## src/hdl/tcfw_pkg.sv

```systemverilog
`timescale 1ns / 1ps
// tcfw_pkg: transaction types, request codes and character constants shared
// by every module of the text console frame writer except tcfw_ram. No dependencies.
package tcfw_pkg;

  // Request codes carried in req_type
  localparam logic [2:0] REQ_CHAR   = 3'd0;
  localparam logic [2:0] REQ_CURSOR = 3'd1;
  localparam logic [2:0] REQ_CLEAR  = 3'd2;
  localparam logic [2:0] REQ_LOAD   = 3'd3;
  localparam logic [2:0] REQ_READ   = 3'd4;

  // Character set
  localparam logic [7:0] FIRST_CODE   = 8'd32;
  localparam logic [7:0] LAST_CODE    = 8'd126;
  localparam logic [7:0] NEWLINE_CODE = 8'd10;
  localparam int         GLYPH_COUNT  = 95;
  localparam logic [7:0] BLANK_COLUMN = 8'h00;

  typedef struct packed {
    logic [2:0] req_type;
    logic [7:0] char_code;
    logic [7:0] row;
    logic [8:0] column;
    logic [6:0] glyph_index;
    logic [2:0] glyph_column;
    logic [7:0] glyph_byte;
  } in_item_t;

  typedef struct packed {
    logic [7:0] read_data;
    logic [4:0] text_row;
    logic [7:0] text_col;
  } out_item_t;

  // Operation decided by the front end; anything that changes nothing is OP_NOP
  typedef enum logic [2:0] {
    OP_NOP     = 3'd0,
    OP_NEWLINE = 3'd1,
    OP_DRAW    = 3'd2,
    OP_SET     = 3'd3,
    OP_CLEAR   = 3'd4,
    OP_LOAD    = 3'd5,
    OP_READ    = 3'd6
  } op_e;

  typedef struct packed {
    op_e      op;
    in_item_t item;
  } cmd_t;

endpackage

```

## src/hdl/tcfw_front.sv

```systemverilog
`timescale 1ns / 1ps
// tcfw_front: input handshake and request classification into queue commands.
// Depends on tcfw_pkg.
module tcfw_front #(
  parameter int PAGES       = 16,
  parameter int COLUMNS     = 256,
  parameter int GLYPH_WIDTH = 5
) (
  input  logic               in_valid_i,
  output logic               in_stall_o,
  input  tcfw_pkg::in_item_t in_data_i,
  input  logic               boot_i,
  input  logic               q_full_i,
  output logic               q_push_o,
  output tcfw_pkg::cmd_t     q_data_o
);

  logic in_range;
  logic glyph_ok;

  // Range checks for cursor, read and glyph load positions
  assign in_range = (in_data_i.row < PAGES) && (in_data_i.column < COLUMNS);
  assign glyph_ok = (in_data_i.glyph_index < tcfw_pkg::GLYPH_COUNT) &&
                    (in_data_i.glyph_column < GLYPH_WIDTH);

  always_comb begin
    q_data_o.item = in_data_i;
    q_data_o.op   = tcfw_pkg::OP_NOP;
    case (in_data_i.req_type)
      tcfw_pkg::REQ_CHAR: begin
        if (in_data_i.char_code == tcfw_pkg::NEWLINE_CODE) begin
          q_data_o.op = tcfw_pkg::OP_NEWLINE;
        end else if (in_data_i.char_code inside
                     {[tcfw_pkg::FIRST_CODE:tcfw_pkg::LAST_CODE]}) begin
          q_data_o.op = tcfw_pkg::OP_DRAW;
        end
      end
      tcfw_pkg::REQ_CURSOR: begin
        if (in_range) begin
          q_data_o.op = tcfw_pkg::OP_SET;
        end
      end
      tcfw_pkg::REQ_CLEAR: begin
        q_data_o.op = tcfw_pkg::OP_CLEAR;
      end
      tcfw_pkg::REQ_LOAD: begin
        if (glyph_ok) begin
          q_data_o.op = tcfw_pkg::OP_LOAD;
        end
      end
      tcfw_pkg::REQ_READ: begin
        if (in_range) begin
          q_data_o.op = tcfw_pkg::OP_READ;
        end
      end
      default: begin
        q_data_o.op = tcfw_pkg::OP_NOP;
      end
    endcase
  end

  // Nothing is taken while the framebuffer is being swept after reset
  assign in_stall_o = q_full_i || boot_i;
  assign q_push_o   = in_valid_i && !in_stall_o;

endmodule

```

## config.mk

```make
export PLATFORM = sky130hd
export DESIGN_NAME = tcfw_front
export DESIGN_NICKNAME = d
export VERILOG_FILES = /design/src/hdl/tcfw_pkg.sv /design/src/hdl/tcfw_front.sv
export SDC_FILE = /design/constraint.sdc
export NUM_CORES = 1
export LEC_CHECK = 0
export BUFFER_PORTS_ARGS = -buffer_cell sky130_fd_sc_hd__clkbuf_2
export CORE_MARGIN = 5
export CORE_UTILIZATION = 26
export DETAILED_ROUTE_END_ITERATION = 6
export PLACE_DENSITY_LB_ADDON = 0.15
export SYNTH_ARGS = -nofsm -noshare
export SYNTH_HDL_FRONTEND = slang
export SYNTH_SLANG_ARGS = --single-unit
```

## constraint.sdc

```tcl
create_clock -name vclk -period 1.2
set_input_delay 0.18 -clock vclk [all_inputs]
set_output_delay 0.18 -clock vclk [all_outputs]
set_load 0.05 [all_outputs]
```

==> metrics.md <==
| Metric | Value |
|---|---|
| Status | `finished with violations` |
| Violated checks | `negative setup slack` |
| Crit-path leading delay family | `compound AO/OA/AOI/OAI gates` |
| WP depth | `6` |
| Crit share post-route | `1.13` |
| Yosys top cell area share | `0.683` |
| CP max stage delay | `0.32 ns` |
| Critical Path AT | `1.18 ns` |
| Die ar. | `2930 um2` |
| Seq_cells | `0` |
| Critical-path cell with the highest stage delay | `o32a_1` |
| Nets@finish | `151` |
| Commonest non-fill, non-tap cell in the layout | `clkbuf_2` |
| Post-route setup slack | `-0.159 ns` |
| Endpoint class of the critical path | `primary output` |
| Slew HR | `0.739` |
| Count of pins over their slew limit | `0` |
| Metal2 WL | `between 600 and 700 um` |
| I/O pin count | `100` |
| Detailed Route WL | `about 1400 um` |
| Antenna viol nets, final | `0` |
| Drt first pass iters | `2` |
| GPL Wtd Cong | `0.659` |
| Pleak | `0.396 nW` |
| First-pass GRT wire length | `about 1800 um` |
| Hold WC Path Type | `primary input to primary output` |
| Die Wd | `54.1 um` |
| Initial Utilization | `0.266` |
| Die height | `54.1 um` |
| Slew @ Worst Pin | `0.390 ns` |
| GRT overflow | `0` |
| GRT Util Overall | `0.0765` |
| Placed Area | `between 600 and 700 um2` |
| Via count | `about 500` |
| Hold Fails Final Rpt | `0` |
| Top post-synthesis cells by area | `buf_4 (68%), nand2_1 (4.5%), nand2b_1 (2.5%)` |
| CP Buf/Inv Count | `2` |
| Peak VDD IR | `0.195 mV` |
| DRC errors left | `0` |
| DP Wirelength | `~1300 um` |
| # rows | `16` |
| Critical-path maximum fanout | `2` |
| Fmax | `736 MHz` |
| Post-synth cell types | `19` |
| Max Cap Viol | `0` |
| Syn avg cell area | `about 7 um2` |
| Core footprint | `around 1900 um2` |
| DR iter-0 viols | `2` |
| Setup Buffers After CTS | `0` |
| PortBufs | `60` |
| Final setup vio count | `3` |
| Worst Setup SP | `in_data_i[44]` |
| CP Cell Sequence | `buf_8, nor4_4, nand2_1, o32a_1, o21ai_4, buf_12` |
| Cell taking the most area after synthesis | `buf_4` |
| Most frequent cells in the layout | `clkbuf_2 (49), buf_4 (11), buf_6 (7)` |
| CTS Hold Bufs | `0` |
| WHS | `around 0.36 ns` |
| RSZ-0062 raised after global routing | `true` |
| End of the critical path | `q_data_o[46]` |
| Sequential fraction of the synthesis area | `0` |
| Initial antenna violation count | `0` |
| Antenna fix cells | `0` |
| Post-Synthesis Cells | `74` |
| M1 WL | `486 um` |
| PD cells | `about 560 nW/um2` |
| Filler instances | `201` |
| Detailed-route wire length per cell | `11.3 um` |
| Yosys warning count | `0` |
| Highest routed layer | `met4` |
| Vias in the first global route | `440` |
| Via density | `~4.0` |
| Mapped cell area | `505 um2` |
| Critical path class | `primary input to primary output` |
| Minimum clock period | `1.36 ns` |
| Crit start category | `primary input` |
| Area grow syn2layout | `45.8%` |
| Register area | `0 um2` |
| Critical path required time | `approximately 1 ns` |
| Pin count of the biggest net entering global routing | `6` |
| DR WL met3 | `between 200 and 250 um` |
| Post-Syn Nets | `about 120` |
| Share of cells above drive strength 1 | `0.820` |
| Clock buffer count | `0` |
| Post-layout instance area | `approximately 740 um2` |
-- per-layer routing --
metal,vias to the layer above,track usage
met5,-,0
met4,0,0.0166
met3,4,0.0388
met2,34,0.127
met1,219,0.0874
li1,257,-
-- cells in the mapped netlist, drive strengths merged --
library cell	count
buf	46
nand2	6
nor4	3
o21ai	3
inv	2
nand2b	2
nor2	2
a21oi	1
and2	1
nand3	1
nand4	1
nor3	1
o211ai	1
o221ai	1
o22ai	1
o32a	1
or2	1
-- power breakdown --
group,switching (mW),internal [mW]
Clock,0,0
Sequential,0,0
Combinational,0.275,0.141
Total,0.275,0.141
-- per-stage QoR --
| stage | util | setup TNS, ns | power (mW) | worst slack, ns | instances |
|---|---|---|---|---|---|
| floorplan | - | -0.134 | 0.472 | -0.0765 | 74 |
| global placement | 0.338 | -0.558 | 0.387 | -0.233 | 127 |
| detailed placement | 0.338 | -0.544 | 0.387 | -0.215 | 127 |
| CTS | 0.361 | -0.401 | 0.402 | -0.206 | 127 |
| global route | 0.388 | -0.479 | 0.437 | -0.227 | 127 |
| finish | 0.388 | -0.256 | 0.416 | -0.159 | 127 |
-- cell families (layout without fill, tap and decap cells) --
family	count (synthesis)	count (layout)	synth area share
AO/OA/AOI/OAI	8	8	0.111
buffers and inverters	48	74	0.698
AND/OR/NAND/NOR	18	18	0.191
-- what timing repair did --
| action | in CTS | in global routing |
|---|---|---|
| resized for setup | 8 | 13 |
| setup endpoints to repair | 3 | 3 |
| pin swaps | 3 | 5 |
-- area by class of cell --
class,instances,area (um2),share of cell area
inverters,2,7.51,0.0102
multi-input cells,26,214,0.290
repair buffers,72,482,0.654
well taps,27,33.8,0.0458
-- worst min-delay path by stage --
stage / start / endpoint / cells past startpoint
after global placement: in_data_i[3] / q_data_o[3] / 0
final: in_data_i[28] / q_data_o[28] / 0
after floorplan: in_valid_i / q_push_o / 2
after detailed placement: in_data_i[3] / q_data_o[3] / 0
after global routing: in_data_i[2] / q_data_o[2] / 0
after CTS: in_data_i[3] / q_data_o[3] / 0
No activity file was read; power rests on OpenSTA's default activity.
