==> config.mk <==
export PLATFORM = sky130hd
export DESIGN_NAME = tcfw_fifo
export DESIGN_NICKNAME = d
export VERILOG_FILES = /design/src/hdl/tcfw_pkg.sv /design/src/hdl/tcfw_fifo.sv
export SDC_FILE = /design/constraint.sdc
export NUM_CORES = 1
export LEC_CHECK = 0
export ABC_AREA = 1
export BUFFER_PORTS_ARGS = -buffer_cell sky130_fd_sc_hd__buf_2
export CAP_MARGIN = 20
export CORE_ASPECT_RATIO = 1.2
export CORE_MARGIN = 3
export CORE_UTILIZATION = 50
export CTS_BUF_LIST = sky130_fd_sc_hd__clkbuf_2
export DETAILED_ROUTE_END_ITERATION = 8
export PLACE_DENSITY = 0.76
export SLEW_MARGIN = 0
export SYNTH_ARGS = -nofsm -noshare
export SYNTH_HDL_FRONTEND = slang
export SYNTH_SLANG_ARGS = --single-unit
==> constraint.sdc <==
create_clock -name clk_i -period 3.68 [get_ports clk_i]
set_input_delay 0.368 -clock clk_i [delete_from_list [all_inputs] [get_ports clk_i]]
set_output_delay 0.368 -clock clk_i [all_outputs]
set_load 0.01 [all_outputs]
==> src/hdl/tcfw_pkg.sv <==
`timescale 1ns / 1ps
// tcfw_pkg: transaction types, request codes and character constants shared
// by every module of the text console frame writer except tcfw_ram. No dependencies.
package tcfw_pkg;

  // Request codes carried in req_type
  localparam logic [2:0] REQ_CHAR   = 3'd0;
  localparam logic [2:0] REQ_CURSOR = 3'd1;
  localparam logic [2:0] REQ_CLEAR  = 3'd2;
  localparam logic [2:0] REQ_LOAD   = 3'd3;
  localparam logic [2:0] REQ_READ   = 3'd4;

  // Character set
  localparam logic [7:0] FIRST_CODE   = 8'd32;
  localparam logic [7:0] LAST_CODE    = 8'd126;
  localparam logic [7:0] NEWLINE_CODE = 8'd10;
  localparam int         GLYPH_COUNT  = 95;
  localparam logic [7:0] BLANK_COLUMN = 8'h00;

  typedef struct packed {
    logic [2:0] req_type;
    logic [7:0] char_code;
    logic [7:0] row;
    logic [8:0] column;
    logic [6:0] glyph_index;
    logic [2:0] glyph_column;
    logic [7:0] glyph_byte;
  } in_item_t;

  typedef struct packed {
    logic [7:0] read_data;
    logic [4:0] text_row;
    logic [7:0] text_col;
  } out_item_t;

  // Operation decided by the front end; anything that changes nothing is OP_NOP
  typedef enum logic [2:0] {
    OP_NOP     = 3'd0,
    OP_NEWLINE = 3'd1,
    OP_DRAW    = 3'd2,
    OP_SET     = 3'd3,
    OP_CLEAR   = 3'd4,
    OP_LOAD    = 3'd5,
    OP_READ    = 3'd6
  } op_e;

  typedef struct packed {
    op_e      op;
    in_item_t item;
  } cmd_t;

endpackage

==> src/hdl/tcfw_fifo.sv <==
`timescale 1ns / 1ps
// tcfw_fifo: two-entry command queue between the front end and the back end.
// Depends on tcfw_pkg.
module tcfw_fifo (
  input  logic          clk_i,
  input  logic          rst_ni,
  input  logic          push_i,
  input  tcfw_pkg::cmd_t push_data_i,
  output logic          full_o,
  input  logic          pop_i,
  output logic          valid_o,
  output tcfw_pkg::cmd_t data_o
);

  tcfw_pkg::cmd_t entry_q [2];
  logic           wr_ptr_q, wr_ptr_d;
  logic           rd_ptr_q, rd_ptr_d;
  logic [1:0]     count_q, count_d;

  always_comb begin
    wr_ptr_d = wr_ptr_q;
    rd_ptr_d = rd_ptr_q;
    count_d  = count_q;
    if (push_i) begin
      wr_ptr_d = ~wr_ptr_q;
    end
    if (pop_i) begin
      rd_ptr_d = ~rd_ptr_q;
    end
    if (push_i && !pop_i) begin
      count_d = count_q + 2'd1;
    end else if (pop_i && !push_i) begin
      count_d = count_q - 2'd1;
    end
  end

  always_ff @(posedge clk_i or negedge rst_ni) begin
    if (!rst_ni) begin
      wr_ptr_q <= 1'b0;
      rd_ptr_q <= 1'b0;
      count_q  <= 2'd0;
    end else begin
      wr_ptr_q <= wr_ptr_d;
      rd_ptr_q <= rd_ptr_d;
      count_q  <= count_d;
    end
  end

  always_ff @(posedge clk_i) begin
    if (push_i) begin
      entry_q[wr_ptr_q] <= push_data_i;
    end
  end

  assign full_o  = count_q == 2'd2;
  assign valid_o = count_q != 2'd0;
  assign data_o  = entry_q[rd_ptr_q];

endmodule

==> results by group <==
Status
  • Status: completed

Global routing
  • Initial antenna violation count: 0
  • Gr usage total: 0.157
  • Largest net degree at the start of global routing: 51
  • First-pass GRT wire length: between 10 and 15 mm
  • Vias in the first global route: 2231
  • GRT overflow: 0

Setup path
  • Register-to-register setup slack: around 2.1 ns
  • Reg2reg path depth: 2
  • Critical path startpoint category: register
  • Crit-path max FO: 50
  • Worst R2R End: entry_q[0][25]
  • Critical path class: reg2out
  • CP arrival: 2.11 ns
  • Critical path endpoint category: primary output
  • CP required: roughly 3.3 ns
  • Crit Reg-Reg Startpoint: wr_ptr_q
  • Critical path origin: rd_ptr_q

Power and ir drop
  • PD cells: around 640 nW/um^2
  • Sequential fraction of design power: 0.524
  • Int Pwr: approximately 2.3 mW
  • Comb power frac: 0.323
  • Pleak: 2.15 nW
  • Switching Fraction: 0.297
  • VDD IR max: ~0.00057 V
  • Net switching power: around 0.99 mW
  • Clock Power Share: 0.153

Cells and area
  • Layout filler cell count: approximately 560
  • Syn-to-layout area delta: 29.9%
  • Sequential Area: approximately 3000 sq um
  • Final instance area: a little over 5000 sq um
  • Area of the multi-input gates: approximately 820 sq um
  • # diodes: 0
  • Share of layout cells above drive strength 1: 0.504
  • Final nets: 394

Logic synthesis
  • Most common cell in the synthesized netlist: edfxtp_1
  • Most instantiated cells after synthesis: edfxtp_1, mux2_4, inv_1, nand2_1, buf_12
  • Cell variety after synth: 13
  • Average size of a mapped cell: 22.5 sq um
  • Seq cells post-synth: about 100
  • Post-synth EDFFs: slightly below 100
  • Post-synth top flop: edfxtp_1
  • Syn Std Cell Area: 4000 sq um
  • Synth warn: 0
  • Leading area contributor after synthesis: edfxtp_1
  • Synth Instances: about 180
  • Synth top area share: 0.736
  • Asr flop ratio synth: 0.0392
  • Mapped Nets: approximately 230
  • Area contributors post-synth: edfxtp_1, mux2_4, buf_12
  • Share of the yosys chip area belonging to registers: 0.761

STA
  • RSZ-0062 raised after global routing: false
  • Clock period minus final worst setup slack: ~2.5 ns
  • FMAX: between 400 and 500 MHz
  • Worst Tran Pin Value: roughly 0.93 ns
  • Fin crit share: 0.672
  • Final setup TNS: 0 ns
  • Clock skew: 0.0454 ns
  • # setup viols final: 0
  • Final Hold Viols: 0
  • Max transition margin: 0.383
  • Max-slew violation count: 0

Clock network
  • # Post-CTS Setup Buffers: 0
  • CTS resizes: 0
  • CTS tree: done
  • Root Driver: clkbuf_2
  • Clock Latency Late Sink: between 0.5 and 0.6 ns
  • Worst-path clk slew: 0.21 ns
  • Max clock buf depth: 2
  • H-tree levels: 3
  • CTS Buf Count: 9
  • CTS sink cnt: 102

Placement
  • GPL Wtd Cong: a little under 0.7
  • Placed inst area: approximately 4500 sq um
  • IO Port Bufs: 103
  • HPWL after DPL: 4.08 mm

Hold path
  • Hold Crit Start: push_i
  • WHS Endpoint: wr_ptr_q
  • Count of cells along the worst hold path: 2
  • Hold WC Path Type: in2reg

Route
  • DRT Pass-1 Iters: 4
  • Via/cell ratio: ~4.8
  • Final ANT Viol Nets: 0
  • Initial DRC count: 74
  • Drt drc: 0
  • WL final: between 6 and 7 mm
  • Detailed-route via count: 2076
  • WL/cell: ~15 microns

Floorplan
  • Ports: about 100
  • Die Wd: about 88 microns
  • Die Ht: roughly 100 microns
  • Initial Util: 0.519
  • FP Rows: 35
  • Core Footprint: 7710 sq um
  • Full die area: 9110 sq um

Run
  • Max-cap violations: 0
==> power by group through the flow <==
stage                     sequential, mW  clock, mW  combinational [mW]
final                               1.75      0.511                1.08
after global placement              1.78          0                1.03
after global routing                1.79      0.582                1.16
after detailed placement            1.79          0                1.04
after CTS                           1.77      0.532                1.08
after floorplan                     1.63          0               0.941
==> cell type report <==
class                   instances  share of cell area
clock buffers                  10             0.00964
clock inverters                 6              0.0135
inverters                       7             0.00506
multi-input cells              63               0.159
flip-flops and latches        102               0.587
well taps                      92              0.0222
repair buffers                157               0.204
==> placed cells by master (no fill, tap or decap), drive strengths merged, types with 2 or more instances in the layout <==
cell type	instances
clkinvlp	3
xor2	2
nand2	6
nor2	2
clkbuf	10
edfxtp	98
buf	106
dlygate4sd3	51
inv	8
dfrtp	4
mux2	49
==> worst max path at each step <==
stage | cells after the start | endpoint
2_1_floorplan | 1 | entry_q[0][0]
3_3_place_gp | 2 | data_o[30]
3_5_place_dp | 2 | data_o[23]
4_1_cts | 2 | data_o[23]
5_1_grt | 2 | data_o[8]
6_report | 2 | data_o[23]
==> metal layers <==
layer | vias up | part of all wire | GRT usage
met5 | - | 0 | 0
met4 | 0 | 0.016 | 0.0658
met3 | 12 | 0.048 | 0.0285
met2 | 58 | 0.56 | 0.283
met1 | 999 | 0.37 | 0.176
li1 | 1007 | - | -
==> flip-flops by register name (all words and copies together) (netlist names) <==
name / cells
rd_ptr_q: 1
count_q: 2
wr_ptr_q: 1
entry_q: 98
==> through the flow <==
stage / std cells / worst slack [ns] / hold WS, ns / utilization / total power, mW
2_1_floorplan: 178 / 0.756 / 0.0724 / - / 2.57
3_3_place_gp: 369 / 1.74 / 0.175 / 0.589 / 2.81
3_5_place_dp: 369 / 1.74 / 0.180 / 0.589 / 2.83
4_1_cts: 436 / 1.11 / 0.00378 / 0.671 / 3.38
5_1_grt: 437 / 1.04 / 0.0202 / 0.674 / 3.54
6_report: 437 / 1.21 / 0.0710 / 0.674 / 3.34
==> worst max-delay path, stage by stage, from the launching register on <==
cell	delay [ns]
dfrtp_4	1.10
mux2_4	0.36
buf_2	0.14
==> logic make-up (layout without fill, tap and decap cells) <==
logic type                 after synthesis  count (layout)  share of synthesized area
muxes                                   49              49                      0.184
xor gates and xnor gates                 3               3                    0.00658
DFF                                    102             102                      0.761
buffers and inverters                   13             180                     0.0344
and+or+nand+nor                         10              10                     0.0103
adders and majority gates                1               1                    0.00313
==> repair_timing <==
item,4_1_cts,5_1_grt
hold buffers,51,0
hold endpoints to repair,103,0
endpoints found under the setup margin,0,0
Power figures use the tool's default switching activity.
